<file path="src/sv/esort_pkg.sv">
// Shared types and constants for the exchange sort block.
`timescale 1ns / 1ps
`default_nettype none
package esort_pkg;

  // Capacity of the entry store
  localparam int unsigned MaxItems = 32;
  localparam int unsigned IdxW     = $clog2(MaxItems);
  localparam int unsigned CntW     = $clog2(MaxItems + 1);
  localparam int unsigned KeyW     = 31;
  localparam int unsigned TagW     = 16;

  typedef logic [IdxW-1:0] idx_t;
  typedef logic [CntW-1:0] cnt_t;

  // Input item
  typedef struct packed {
    logic [KeyW-1:0] key;
    logic [TagW-1:0] tag;
    logic            last_in;
  } in_item_t;

  // Result item
  typedef struct packed {
    logic [KeyW-1:0] sorted_key;
    logic [TagW-1:0] sorted_tag;
    logic            last_out;
  } out_item_t;

  // One stored entry
  typedef struct packed {
    logic [KeyW-1:0] key;
    logic [TagW-1:0] tag;
  } entry_t;

  // Store access request from the sequencer
  typedef struct packed {
    logic   we;
    idx_t   waddr;
    entry_t wdata;
    logic   re;
    idx_t   raddr;
  } mem_req_t;

  // Sequencer states
  typedef enum logic [2:0] {
    ST_LOAD,
    ST_OUTER,
    ST_HOLD,
    ST_INNER,
    ST_WBACK,
    ST_EMIT_RD,
    ST_EMIT_WAIT
  } state_e;

endpackage
`default_nettype wire

</file>
<file path="src/sv/esort_mem.sv">
// Entry store: one write port, one read port with registered read data.
`timescale 1ns / 1ps
`default_nettype none
module esort_mem (
  input  logic              clk_i,
  input  esort_pkg::mem_req_t req_i,
  output esort_pkg::entry_t rdata_o
);
  import esort_pkg::*;

  entry_t mem_q [MaxItems];
  entry_t rdata_q;

  // Write port
  always_ff @(posedge clk_i) begin
    if (req_i.we) begin
      mem_q[req_i.waddr] <= req_i.wdata;
    end
  end

  // Read port, data held until the next read
  always_ff @(posedge clk_i) begin
    if (req_i.re) begin
      rdata_q <= mem_q[req_i.raddr];
    end
  end

  assign rdata_o = rdata_q;

endmodule
`default_nettype wire

</file>
<file path="src/sv/esort_ctrl.sv">
// Sequencer: loads entries, runs the compare-swap unit, streams the sorted set.
`timescale 1ns / 1ps
`default_nettype none
module esort_ctrl (
  input  logic                 clk_i,
  input  logic                 rst_ni,
  input  logic                 in_valid_i,
  input  esort_pkg::in_item_t  in_item_i,
  output logic                 in_stall_o,
  output esort_pkg::mem_req_t  mem_req_o,
  input  esort_pkg::entry_t    mem_rdata_i,
  input  logic                 out_free_i,
  output logic                 out_load_o,
  output esort_pkg::out_item_t out_item_o
);
  import esort_pkg::*;

  state_e state_q, state_d;
  cnt_t   fill_q, fill_d;
  idx_t   i_q, i_d;
  idx_t   j_q, j_d;
  entry_t held_q, held_d;

  cnt_t   nxt_i;
  cnt_t   nxt_j;
  logic   full;
  logic   in_xfer;
  logic   swap;

  assign nxt_i   = cnt_t'(i_q) + cnt_t'(1);
  assign nxt_j   = cnt_t'(j_q) + cnt_t'(1);
  assign full    = (fill_q == cnt_t'(MaxItems));
  assign in_xfer = in_valid_i && (state_q == ST_LOAD);
  // Shared compare unit: held entry i against fetched entry j
  assign swap    = (held_q.key >= mem_rdata_i.key);

  // Next state
  always_comb begin
    state_d = state_q;
    unique case (state_q)
      ST_LOAD: begin
        if (in_xfer && in_item_i.last_in) state_d = ST_OUTER;
      end
      ST_OUTER: state_d = ST_HOLD;
      ST_HOLD: begin
        state_d = (nxt_i == fill_q) ? ST_WBACK : ST_INNER;
      end
      ST_INNER: begin
        if (nxt_j == fill_q) state_d = ST_WBACK;
      end
      ST_WBACK: begin
        state_d = (nxt_i == fill_q) ? ST_EMIT_RD : ST_OUTER;
      end
      ST_EMIT_RD: state_d = ST_EMIT_WAIT;
      ST_EMIT_WAIT: begin
        if (out_free_i) state_d = (nxt_i == fill_q) ? ST_LOAD : ST_EMIT_RD;
      end
      default: state_d = ST_LOAD;
    endcase
  end

  // Outputs: handshake, store requests, result load
  always_comb begin
    in_stall_o = 1'b1;
    mem_req_o  = '0;
    out_load_o = 1'b0;
    unique case (state_q)
      ST_LOAD: begin
        in_stall_o = 1'b0;
        if (in_valid_i && !full) begin
          mem_req_o.we    = 1'b1;
          mem_req_o.waddr = fill_q[IdxW-1:0];
          mem_req_o.wdata = '{key: in_item_i.key, tag: in_item_i.tag};
        end
      end
      ST_OUTER: begin
        mem_req_o.re    = 1'b1;
        mem_req_o.raddr = i_q;
      end
      ST_HOLD: begin
        if (nxt_i != fill_q) begin
          mem_req_o.re    = 1'b1;
          mem_req_o.raddr = nxt_i[IdxW-1:0];
        end
      end
      ST_INNER: begin
        // old held entry drops into slot j on a swap
        if (swap) begin
          mem_req_o.we    = 1'b1;
          mem_req_o.waddr = j_q;
          mem_req_o.wdata = held_q;
        end
        if (nxt_j != fill_q) begin
          mem_req_o.re    = 1'b1;
          mem_req_o.raddr = nxt_j[IdxW-1:0];
        end
      end
      ST_WBACK: begin
        mem_req_o.we    = 1'b1;
        mem_req_o.waddr = i_q;
        mem_req_o.wdata = held_q;
      end
      ST_EMIT_RD: begin
        mem_req_o.re    = 1'b1;
        mem_req_o.raddr = i_q;
      end
      ST_EMIT_WAIT: begin
        out_load_o = out_free_i;
      end
      default: begin
        in_stall_o = 1'b1;
      end
    endcase
  end

  assign out_item_o = '{sorted_key: mem_rdata_i.key,
                        sorted_tag: mem_rdata_i.tag,
                        last_out:   (nxt_i == fill_q)};

  // Counters and held entry
  always_comb begin
    fill_d = fill_q;
    i_d    = i_q;
    j_d    = j_q;
    held_d = held_q;
    unique case (state_q)
      ST_LOAD: begin
        if (in_xfer && !full) fill_d = fill_q + cnt_t'(1);
        if (in_xfer && in_item_i.last_in) i_d = '0;
      end
      ST_OUTER: ;
      ST_HOLD: begin
        held_d = mem_rdata_i;
        j_d    = nxt_i[IdxW-1:0];
      end
      ST_INNER: begin
        if (swap) held_d = mem_rdata_i;
        j_d = nxt_j[IdxW-1:0];
      end
      ST_WBACK: begin
        i_d = (nxt_i == fill_q) ? '0 : nxt_i[IdxW-1:0];
      end
      ST_EMIT_RD: ;
      ST_EMIT_WAIT: begin
        if (out_free_i) begin
          if (nxt_i == fill_q) begin
            i_d    = '0;
            fill_d = '0;
          end else begin
            i_d = nxt_i[IdxW-1:0];
          end
        end
      end
      default: ;
    endcase
  end

  // Control registers
  always_ff @(posedge clk_i or negedge rst_ni) begin
    if (!rst_ni) begin
      state_q <= ST_LOAD;
      fill_q  <= '0;
      i_q     <= '0;
      j_q     <= '0;
    end else begin
      state_q <= state_d;
      fill_q  <= fill_d;
      i_q     <= i_d;
      j_q     <= j_d;
    end
  end

  // Held entry, payload only
  always_ff @(posedge clk_i) begin
    held_q <= held_d;
  end

endmodule
`default_nettype wire

</file>
<file path="src/sv/exchange_sort_keys_with_tags.sv">
// Top level of the exchange sort block: sequencer, entry store, result register.
//
// Usage: items (key, tag, last_in) arrive on the input channel (in_valid_i,
// in_stall_o). Each transfer stores one entry; once 32 entries are held,
// further items of the set are dropped. The transfer with last_in set starts
// the sort, and the input stalls until every sorted entry has been handed out.
// Results (sorted_key, sorted_tag, last_out) leave on the output channel
// (out_valid_o, out_stall_i) in ascending key order, last_out on the final one.
// Flow for a set of held entries: the input takes one item per cycle while
// loading; the sort runs the single compare-swap unit, once per cycle in its
// inner loop, against the store with one write port and one read port;
// emission reads each result from the store, then loads it into the result
// register, one result at a time.
// A stall on the output holds the result register; the sequencer waits.
// Reset empties the set and clears the output valid; store contents are
// not cleared and are never read before being written within a set.
`timescale 1ns / 1ps
`default_nettype none
module exchange_sort_keys_with_tags (
  input  logic                 clk_i,
  input  logic                 rst_ni,
  input  logic                 in_valid_i,
  output logic                 in_stall_o,
  input  esort_pkg::in_item_t  in_item_i,
  output logic                 out_valid_o,
  input  logic                 out_stall_i,
  output esort_pkg::out_item_t out_item_o
);
  import esort_pkg::*;

  mem_req_t  mem_req;
  entry_t    mem_rdata;
  logic      out_free;
  logic      out_load;
  out_item_t out_next;
  logic      out_valid_q;
  out_item_t out_item_q;

  esort_ctrl u_ctrl (
    .clk_i       (clk_i),
    .rst_ni      (rst_ni),
    .in_valid_i  (in_valid_i),
    .in_item_i   (in_item_i),
    .in_stall_o  (in_stall_o),
    .mem_req_o   (mem_req),
    .mem_rdata_i (mem_rdata),
    .out_free_i  (out_free),
    .out_load_o  (out_load),
    .out_item_o  (out_next)
  );

  esort_mem u_mem (
    .clk_i   (clk_i),
    .req_i   (mem_req),
    .rdata_o (mem_rdata)
  );

  // Result register frees up when empty or when its transfer completes
  assign out_free = !out_valid_q || !out_stall_i;

  always_ff @(posedge clk_i or negedge rst_ni) begin
    if (!rst_ni) begin
      out_valid_q <= 1'b0;
    end else if (out_load) begin
      out_valid_q <= 1'b1;
    end else if (!out_stall_i) begin
      out_valid_q <= 1'b0;
    end
  end

  always_ff @(posedge clk_i) begin
    if (out_load) begin
      out_item_q <= out_next;
    end
  end

  assign out_valid_o = out_valid_q;
  assign out_item_o  = out_item_q;

endmodule
`default_nettype wire

</file>
<file path="config.mk">
export PLATFORM = sky130hd
export DESIGN_NAME = exchange_sort_keys_with_tags
export DESIGN_NICKNAME = d
export VERILOG_FILES = /design/src/sv/esort_pkg.sv /design/src/sv/esort_mem.sv /design/src/sv/esort_ctrl.sv /design/src/sv/exchange_sort_keys_with_tags.sv
export SDC_FILE = /design/constraint.sdc
export NUM_CORES = 1
export LEC_CHECK = 0
export BUFFER_PORTS_ARGS = -buffer_cell sky130_fd_sc_hd__buf_2
export CORE_MARGIN = 2
export CORE_UTILIZATION = 50
export CTS_CLUSTER_DIAMETER = 60
export CTS_CLUSTER_SIZE = 25
export DETAILED_ROUTE_END_ITERATION = 8
export GPL_ROUTABILITY_DRIVEN = 1
export PLACE_DENSITY = 0.66
export SLEW_MARGIN = 20
export SYNTH_ARGS = -nofsm -noshare
export SYNTH_HDL_FRONTEND = slang
export SYNTH_SLANG_ARGS = --single-unit
</file>
<file path="constraint.sdc">
create_clock -name clk_i -period 6.8 [get_ports clk_i]
set_clock_uncertainty 0.15 [all_clocks]
set_input_delay 0.34 -clock clk_i [delete_from_list [all_inputs] [get_ports clk_i]]
set_output_delay 0.34 -clock clk_i [all_outputs]
set_load 0.01 [all_outputs]
</file>
# ---- After elaboration in Yosys (flattened, before gate mapping)
# Memory sizes are Yosys's and may differ from the RTL's. A register that Yosys moved wholly into a read port is not among the register bits.
# Index checks and enable logic that the tools add are counted.
dict set report classes {
  muxes 30
  n_addsub 3
  n_mul 0
  shifts 0
  reduce_logical 17
  n_eq_ne 18
  magnitude_cmp 1
  n_bitwise 0
  div_mod_pow 0
}
# op count
set op_table {}
lappend op_table {{$pmux 53 s3} 1}
lappend op_table {{$mux 53} 2}
lappend op_table {{$pmux 47 s2} 1}
lappend op_table {{$mux 47} 1}
lappend op_table {{$ge 31x31->1} 1}
lappend op_table {{$mux 6} 5}
lappend op_table {{$pmux 3 s7} 1}
lappend op_table {{$mux 3} 6}
lappend op_table {{$pmux 6 s3} 1}
lappend op_table {{$mux 5} 3}
lappend op_table {{$pmux 5 s3} 1}
lappend op_table {{$add 5x1->6 const B} 2}
lappend op_table {{$eq 6x6->1} 2}
lappend op_table {{$ne 6x6->1} 2}
lappend op_table {{$pmux 6 s2} 1}
lappend op_table {{$pmux 5 s2} 1}
lappend op_table {{$eq 3x3->1 const B} 3}
lappend op_table {{$ne 2x1->1 const B} 4}
lappend op_table {{$add 6x1->6 const B} 1}
lappend op_table {{$eq 3x2->1 const B} 2}
lappend op_table {{$eq 6x6->1 const B} 1}
lappend op_table {{$mux 1} 6}
lappend op_table {{$ne 2x2->1 const B} 3}
lappend op_table {{$reduce_and 3->1} 2}
lappend op_table {{other kinds (10)} 16}
dict set report word_totals {
  ram_bits 1504
  latch_bits 0
  n_memories 1
  regBits 115
  romBits 0
  inputBits 52
  word_cells 80
}
# name depth word_bits rd rd_ports_with_merged_regs write_ports line
set mem_list {}
lappend mem_list {u_mem.mem_q 32 47 1 1 1 esort_mem.sv:11} ;# entry_t mem_q [MaxItems];

# ---- Depth between registers and ports, before layout
# Gate-level depths: netlist of the first run.
dict set report depth {
  ltp_word 7
  mapped_depth 15
  depth_no_buf 12
}

# ---- Modules after synthesis
# A second synthesis of the first run with hierarchy kept.
dict set report unflattened {
  cells_unflattened 3915
  area_unflattened_um2 66480.0
}
# mod seq_area_each_um2 area_each_um2 instances cells_per_inst
set by_module_without_submodules {}
lappend by_module_without_submodules {esort_mem 46574.7 59937.5 1 3296}
lappend by_module_without_submodules {esort_ctrl 1886.8 5064.9 1 568}
lappend by_module_without_submodules {exchange_sort_keys_with_tags 1466.4 1477.7 1 51}

# ---- Worst setup path after synthesis of the first run
# OpenSTA, ideal clock, no wires.
dict set report synth_path {
  path_type {flip-flop to flip-flop}
  start {reg u_ctrl.held_q[17] (netlist name)}
  end {mem u_mem.mem_q[6][0] (netlist name), enable pin}
  setup_time_ns 0.509
  slack_ns 0.576
  path_stages_with_launch 12
  required_ns 6.141
  t_arrival_ns 5.565
  path_cell_list {edfxtp_1 ha_1 nor2b_1 o21a_1 o21a_1 o21ai_0 a21oi_1 o21ai_0 a221oi_1 o211ai_1 a211o_1 nor3_1}
}
dict set report synth_via {
  elab_chain_cells 5
}
# item line
set synth_rtl {}
lappend synth_rtl {{start, declared} esort_ctrl.sv:22} ;# entry_t held_q, held_d;
lappend synth_rtl {{start signal, assigned} esort_ctrl.sv:175} ;# held_q <= held_d;
lappend synth_rtl {{$ge 31x31->1 *} esort_ctrl.sv:35} ;# assign swap = (held_q.key >= mem_rdata_i.key);
lappend synth_rtl {{$mux 53 *} esort_ctrl.sv:88} ;# if (swap) begin
lappend synth_rtl {{$pmux 53 s3 *} esort_ctrl.sv:67} ;# unique case (state_q)
lappend synth_rtl {{$mux 1} esort_mem.sv:16} ;# if (req_i.we) begin
lappend synth_rtl {{$mux 1 (not written as such)} esort_mem.sv:17} ;# mem_q[req_i.waddr] <= req_i.wdata;
lappend synth_rtl {{end, declared} esort_mem.sv:11}
# Every way passes the cells marked *; elsewhere a longest branch is shown, timed or not.

==> qor.csv, run 1 <==
metric,value,unit
outcome,"finished, final reports clean",
drt drc,0,
TritonCTS clock tree,built,
Area Growth Syn to Fin,10.5,%
Routed Antenna Nets,0,
First DRT Iteration DRCs,4774,
Starting Density,0.504,
detailed placement HPWL,85600,um
Logic pwr share,0.387,
number of max-cap violations,0,
nature of the critical path startpoint,register,
grt ovf,0,
Crit path required time,7.07,ns
RSZ-0062 raised after global routing,false,
final hold slack,0.0121,ns
Tcrit/Tclk final,0.943,
overall routing resource usage,0.256,
critical path class,reg -> reg,
largest net degree at the start of global routing,175,
Via density,6.38,
"Clk pin slew, worst setup/hold paths",0.09,ns
switch share,0.389,
post-layout util,0.557,
internal power,21800,uW
worst skew pair latency,0.78,ns
"Seq/Total Area, Yosys",0.764,
Pins Over Slew Limit,0,
#FFs+latches synth,1666,
Longest Clk Path Bufs,3,
sequential share of power,0.404,
VDD IR max,852,uV
share of cells above drive strength 1,0.149,
ys flop type,edfxtp_1,
internal reg-to-reg setup slack,0.39,ns
first-pass GRT wire length,246000,um
Synth async-reset ratio,0.0120,
worst-path fanout max,32,
die height,365,um
Rel. slew slack,0.231,
die footprint,0.134,mm^2
Sink Count,1666,
WP data arrival,6.68,ns
placer's final routability congestion estimate,0.851,
Cell Pwr Density,495,mW/mm^2
Pre-Repair DR Iteration Count,6,
Post-synth EDFFs,1646,
Syn Area/Cell,17.0,um^2
port bufs,101,
Placeable Area,0.130,mm^2
WL/cell,29.8,um
worst min path class,in -> async,
initial antenna violation count,2,
NetSw,13900,uW
WL final,171000,um
achievable frequency,0.156,GHz
Chip Width,365,um
Final min period,6.41,ns
vias in the first global route,34800,
reg2reg end,u_mem.mem_q[20][35],
H-tree depth,3,
worst slew pin tran,1.15,ns
Clock Root Buffer,clkbuf_16,
Post-Syn Area,0.0653,mm^2
Core Rows,132,
Synthesized Nets,3934,
post-route setup TNS,0,ns
routed vias,36700,
Leakage,0.0239,uW
Syn Inst Count,3847,
Worst R2R Path Depth,14,
fin nets,4001,
Cell variety after synth,67,
CP endpoint kind,register,
Ys Warns,0,
reg2reg start,u_mem.rdata_o[26],
Ant. Diodes,0,
Post-CTS Setup Bufs,0,
I/O pins,102,
Total Power,35700,uW
Final Hold Fails,0,
Final Setup Violations,0,
Num CTS Buffers,114,
clock network power share,0.209,
[critical path, cell delays in order, from the launching register on]
cell      delay, ns
edfxtp_1       0.47
inv_1          0.07
ha_1           0.30
nand4_1        0.15
nor2_1         0.74
o21ai_0        0.20
a21oi_1        0.80
o21ai_0        0.21
buf_4          0.20
a221oi_1       0.52
o21ai_0        0.34
buf_4          0.23
o21ai_4        0.36
buf_12         0.38
a22o_1         0.88
[how the worst max path moves through the flow]
stage / cells past startpoint / from / slack [ns] / endpoint
floorplan: 11 / u_ctrl.held_q[17] / 0.58 / u_mem.mem_q[6][0]
global placement: 14 / u_mem.rdata_o[26] / 0.41 / u_mem.mem_q[4][38]
detailed placement: 14 / u_mem.rdata_o[26] / 0.34 / u_mem.mem_q[5][38]
CTS: 14 / u_mem.rdata_o[26] / 0.29 / u_mem.mem_q[17][38]
global route: 14 / u_mem.rdata_o[26] / 0.01 / u_mem.mem_q[3][41]
finish: 14 / u_mem.rdata_o[26] / 0.39 / u_mem.mem_q[20][35]
[cell families after synthesis]
family	count (synthesis)	synth area share
compound gates	864	0.0910
buf+inv	292	0.0243
mux	333	0.0689
xor+xnor	16	0.00215
fa+ha+maj	35	0.00670
flops	1666	0.764
simple gates	641	0.0425
[metal layers]
layer,vias up,GRT usage,share of wire
met5,-,0,0.00019
met4,4,0.0692,0.024
met3,249,0.0410,0.091
met2,1839,0.411,0.48
met1,19200,0.367,0.41
li1,15500,-,-
[power by group through the flow]
| stage | logic (uW) | clock network, uW | registers, uW |
|---|---|---|---|
| global route | 14800 | 7930 | 14500 |
| floorplan | 9670 | 0 | 14400 |
| CTS | 13800 | 7550 | 14400 |
| detailed placement | 13700 | 0 | 14700 |
| global placement | 13500 | 0 | 14600 |
| finish | 13800 | 7450 | 14400 |
[registers in the layout (all words and copies together) (netlist names)]
register,count
out_item_o,48
out_valid_o,1
u_ctrl.fill_q,6
u_ctrl.held_q,47
u_ctrl.i_q,5
u_ctrl.j_q,5
u_ctrl.state_q,3
u_mem.mem_q,1504
u_mem.rdata_o,47
[through the flow]
stage               setup slack [ns]  cell area, um^2  std cells
finish                         0.390            72200       5755
CTS                            0.288            72200       5755
global placement               0.410            68000       5534
floorplan                      0.576            65300       3847
detailed placement             0.345            68000       5534
global route                  0.0129            72200       5755
[cells in the final DEF, fill, tap and decap left out, types with 57 or more instances in the layout]
master,netlist,layout
edfxtp_1,1646,1646
nand2_1,410,409
a21oi_1,396,395
mux2i_1,237,237
a221oi_1,205,205
clkbuf_16,0,115
buf_2,91,102
mux4_2,93,93
buf_4,30,64
nand3_1,57,57
[cells in the mapped netlist (3+ instances only)]
| library cell | count | share of area |
|---|---|---|
| edfxtp_1 | 1646 | 0.76 |
| nand2_1 | 410 | 0.024 |
| a21oi_1 | 396 | 0.030 |
| mux2i_1 | 237 | 0.036 |
| a221oi_1 | 205 | 0.027 |
| mux4_2 | 93 | 0.032 |
| buf_2 | 91 | 0.0070 |
| clkbuf_1 | 88 | 0.0051 |
| nor2_1 | 59 | 0.0034 |
| nand3_1 | 57 | 0.0044 |
| a22o_1 | 55 | 0.0074 |
| a22oi_1 | 46 | 0.0053 |
| nor4_1 | 46 | 0.0044 |
| o21ai_1 | 45 | 0.0034 |
| inv_1 | 39 | 0.0022 |
| ha_1 | 35 | 0.0067 |
| buf_6 | 31 | 0.0053 |
| buf_4 | 30 | 0.0034 |
| a221oi_2 | 28 | 0.0064 |
| o21ai_0 | 27 | 0.0021 |
| dfrtp_1 | 20 | 0.0077 |
| a21o_1 | 15 | 0.0017 |
| nor3_1 | 13 | 0.0010 |
| buf_1 | 10 | 0.00057 |
| nand4_1 | 10 | 0.00096 |
| xnor2_1 | 10 | 0.0013 |
| nand2b_1 | 9 | 0.00086 |
| nor2b_1 | 8 | 0.00077 |
| o211ai_1 | 8 | 0.00092 |
| xor2_1 | 6 | 0.00080 |
| a221o_1 | 5 | 0.00077 |
| and2_1 | 5 | 0.00048 |
| and3_1 | 5 | 0.00048 |
| a211oi_1 | 4 | 0.00046 |
| o21a_1 | 4 | 0.00046 |
| o22ai_1 | 4 | 0.00038 |
| or3_1 | 4 | 0.00038 |
| buf_8 | 3 | 0.00069 |
| mux2_2 | 3 | 0.00052 |
| or2_2 | 3 | 0.00029 |
[cell type report]
class                           instances  area, um^2
Multi-Input combinational cell       1889       14200
Tap cell                             1742        2180
Inverter                               39         146
Fill cell                            9800       57500
Clock inverter                         96        1170
Sequential cell                      1666       49900
Clock buffer                          119        2890
Timing Repair Buffer                  204        1700
[timing repair]
item,CTS,global route
hold endpoints to repair,33,0
resized for setup,0,0
hold buffers,6,0
Note: power is estimated with default switching activity, not from simulation.
==> run 2, diff against run 1 <==
Settings changed: CORE_UTILIZATION 50 to 45, PLACE_DENSITY 0.66 to default.
==> run 2 against run 1 <==
  * The run now ends with DRC left
  * Non-clock buffer count increased by 21
  * Sequential share of layout area decreased by 0.30 points
  * First-iteration DRC count decreased by 7.8%
  * Via count decreased by 0.77%
  * Combinational power about the same
  * Sequential cell count unchanged
  * Die area increased by 11%
  * Routed wire length increased by 2.9%
  * Worst hold slack improved by 0.014 ns
==> qor.csv, run 2 (synthesized netlist as in run 1, its figures left out) <==
metric,value,unit
outcome,"complete, but fails checks",
failing checks,DRC,
"Clk pin slew, worst setup/hold paths",0.09,ns
share of cells above drive strength 1,0.154,
vias in the first global route,34500,
Placeable Area,0.144,mm^2
Routed Antenna Nets,0,
initial antenna violation count,2,
Tcrit/Tclk final,0.957,
Final Hold Fails,0,
Area Growth Syn to Fin,11.0,%
CP endpoint kind,register,
die footprint,0.148,mm^2
Chip Width,385,um
WL final,176000,um
drt drc,1,
fin nets,4021,
TritonCTS clock tree,built,
placer's final routability congestion estimate,0.796,
Pre-Repair DR Iteration Count,8,
Via density,6.14,
Final min period,6.51,ns
Clock Root Buffer,clkbuf_16,
"most common cell after layout, fill and taps aside",edfxtp_1,
worst skew pair latency,0.77,ns
max reg flops,1504,
worst min path class,in -> async,
I/O pins,102,
Crit path required time,7.01,ns
Rel. slew slack,0.248,
Longest Clk Path Bufs,3,
die height,385,um
critical path class,reg -> reg,
WL/cell,29.7,um
worst-path fanout max,30,
First DRT Iteration DRCs,4402,
grt ovf,0,
internal reg-to-reg setup slack,0.29,ns
largest net degree at the start of global routing,148,
RSZ-0062 raised after global routing,false,
"Most flops, register",u_mem.mem_q,
Leakage,0.0240,uW
worst slew pin tran,1.13,ns
Starting Density,0.454,
Sink Count,1666,
Post-CTS Setup Bufs,0,
WP data arrival,6.72,ns
fill cell count,11700,
most frequent cells in the layout,"edfxtp_1 (1646), nand2_1 (409), a21oi_1 (395)",
achievable frequency,0.154,GHz
overall routing resource usage,0.236,
H-tree depth,3,
Num CTS Buffers,113,
routed vias,36400,
detailed placement HPWL,92800,um
VDD IR max,569,uV
Final Setup Violations,0,
nature of the critical path startpoint,register,
first-pass GRT wire length,251000,um
Cell Pwr Density,494,mW/mm^2
number of max-cap violations,0,
Pins Over Slew Limit,0,
Total Power,35800,uW
Core Rows,139,
post-cts resize count,0,
post-route setup TNS,0,ns
port bufs,101,
## run 2: final timing paths
| path | from | to | cells past startpoint |
|---|---|---|---|
| setup / recovery | u_mem.rdata_o[30] | u_mem.mem_q[11][31] | 13 |
| hold reg to reg | u_mem.rdata_o[5] | out_item_o[6] | 0 |
| hold / removal | rst_ni | u_ctrl.j_q[4] | 3 |
| min in group clk_i | in_item_i[8] | u_mem.mem_q[31][7] | 2 |
| setup reg to reg | u_mem.rdata_o[30] | u_mem.mem_q[11][31] | 13 |
| max in group asynchronous | rst_ni | u_ctrl.state_q[2] | 3 |
## run 2: worst max-delay path, cell delays in order, from the launching register on
cell	delay, ns
edfxtp_1	0.42
inv_1	0.07
ha_1	0.29
nand4_1	0.16
nor2_1	0.70
o21ai_0	0.20
a21oi_1	0.72
o21ai_0	0.22
buf_4	0.19
a221oi_1	0.54
o21ai_0	0.42
a21o_1	0.48
nor2_4	0.77
buf_4	0.74
## run 2: layer usage
metal,track usage,up-vias,wire length (um)
li1,-,15500,-
met1,0.347,19000,75500
met2,0.368,1651,82200
met3,0.0349,231,14500
met4,0.0645,2,4170
met5,0,-,16
## run 2: layout make-up
| type | count | area [um^2] | share of cell area |
|---|---|---|---|
| tap | 1903 | 2380 | 0.0329 |
| antenna | 1 | 2.50 | 0.0000345 |
| multi-input combinational | 1889 | 14200 | 0.195 |
| timing repair buffer | 225 | 1840 | 0.0254 |
| inverter | 39 | 146 | 0.00202 |
| sequential | 1666 | 49900 | 0.689 |
| clock buffer | 121 | 2920 | 0.0403 |
| clock inverter | 93 | 1110 | 0.0153 |
## run 2: report_power, final
| group | leakage [uW] | switching (uW) | internal [uW] |
|---|---|---|---|
| registers | 0.0155 | 463 | 13900 |
| clock network | 0.00193 | 3800 | 3640 |
| logic | 0.00657 | 9650 | 4380 |
## run 2: metrics by stage
step	setup WS [ns]	instances	hold WS, ns	util	instance area (um^2)
finish	0.293	5937	0.0258	0.504	72500
global route	0.0999	5936	0.0787	0.504	72500
CTS	0.297	5936	0.230	0.504	72500
detailed placement	0.407	5716	0.196	0.475	68400
global placement	0.442	5715	0.191	0.475	68400
floorplan	0.576	3847	-0.106	-	65300
## run 2: timing repair
item	4_1_cts	5_1_grt
hold buffers	6	0
setup endpoints to repair	0	0
endpoints found under the hold margin	28	0
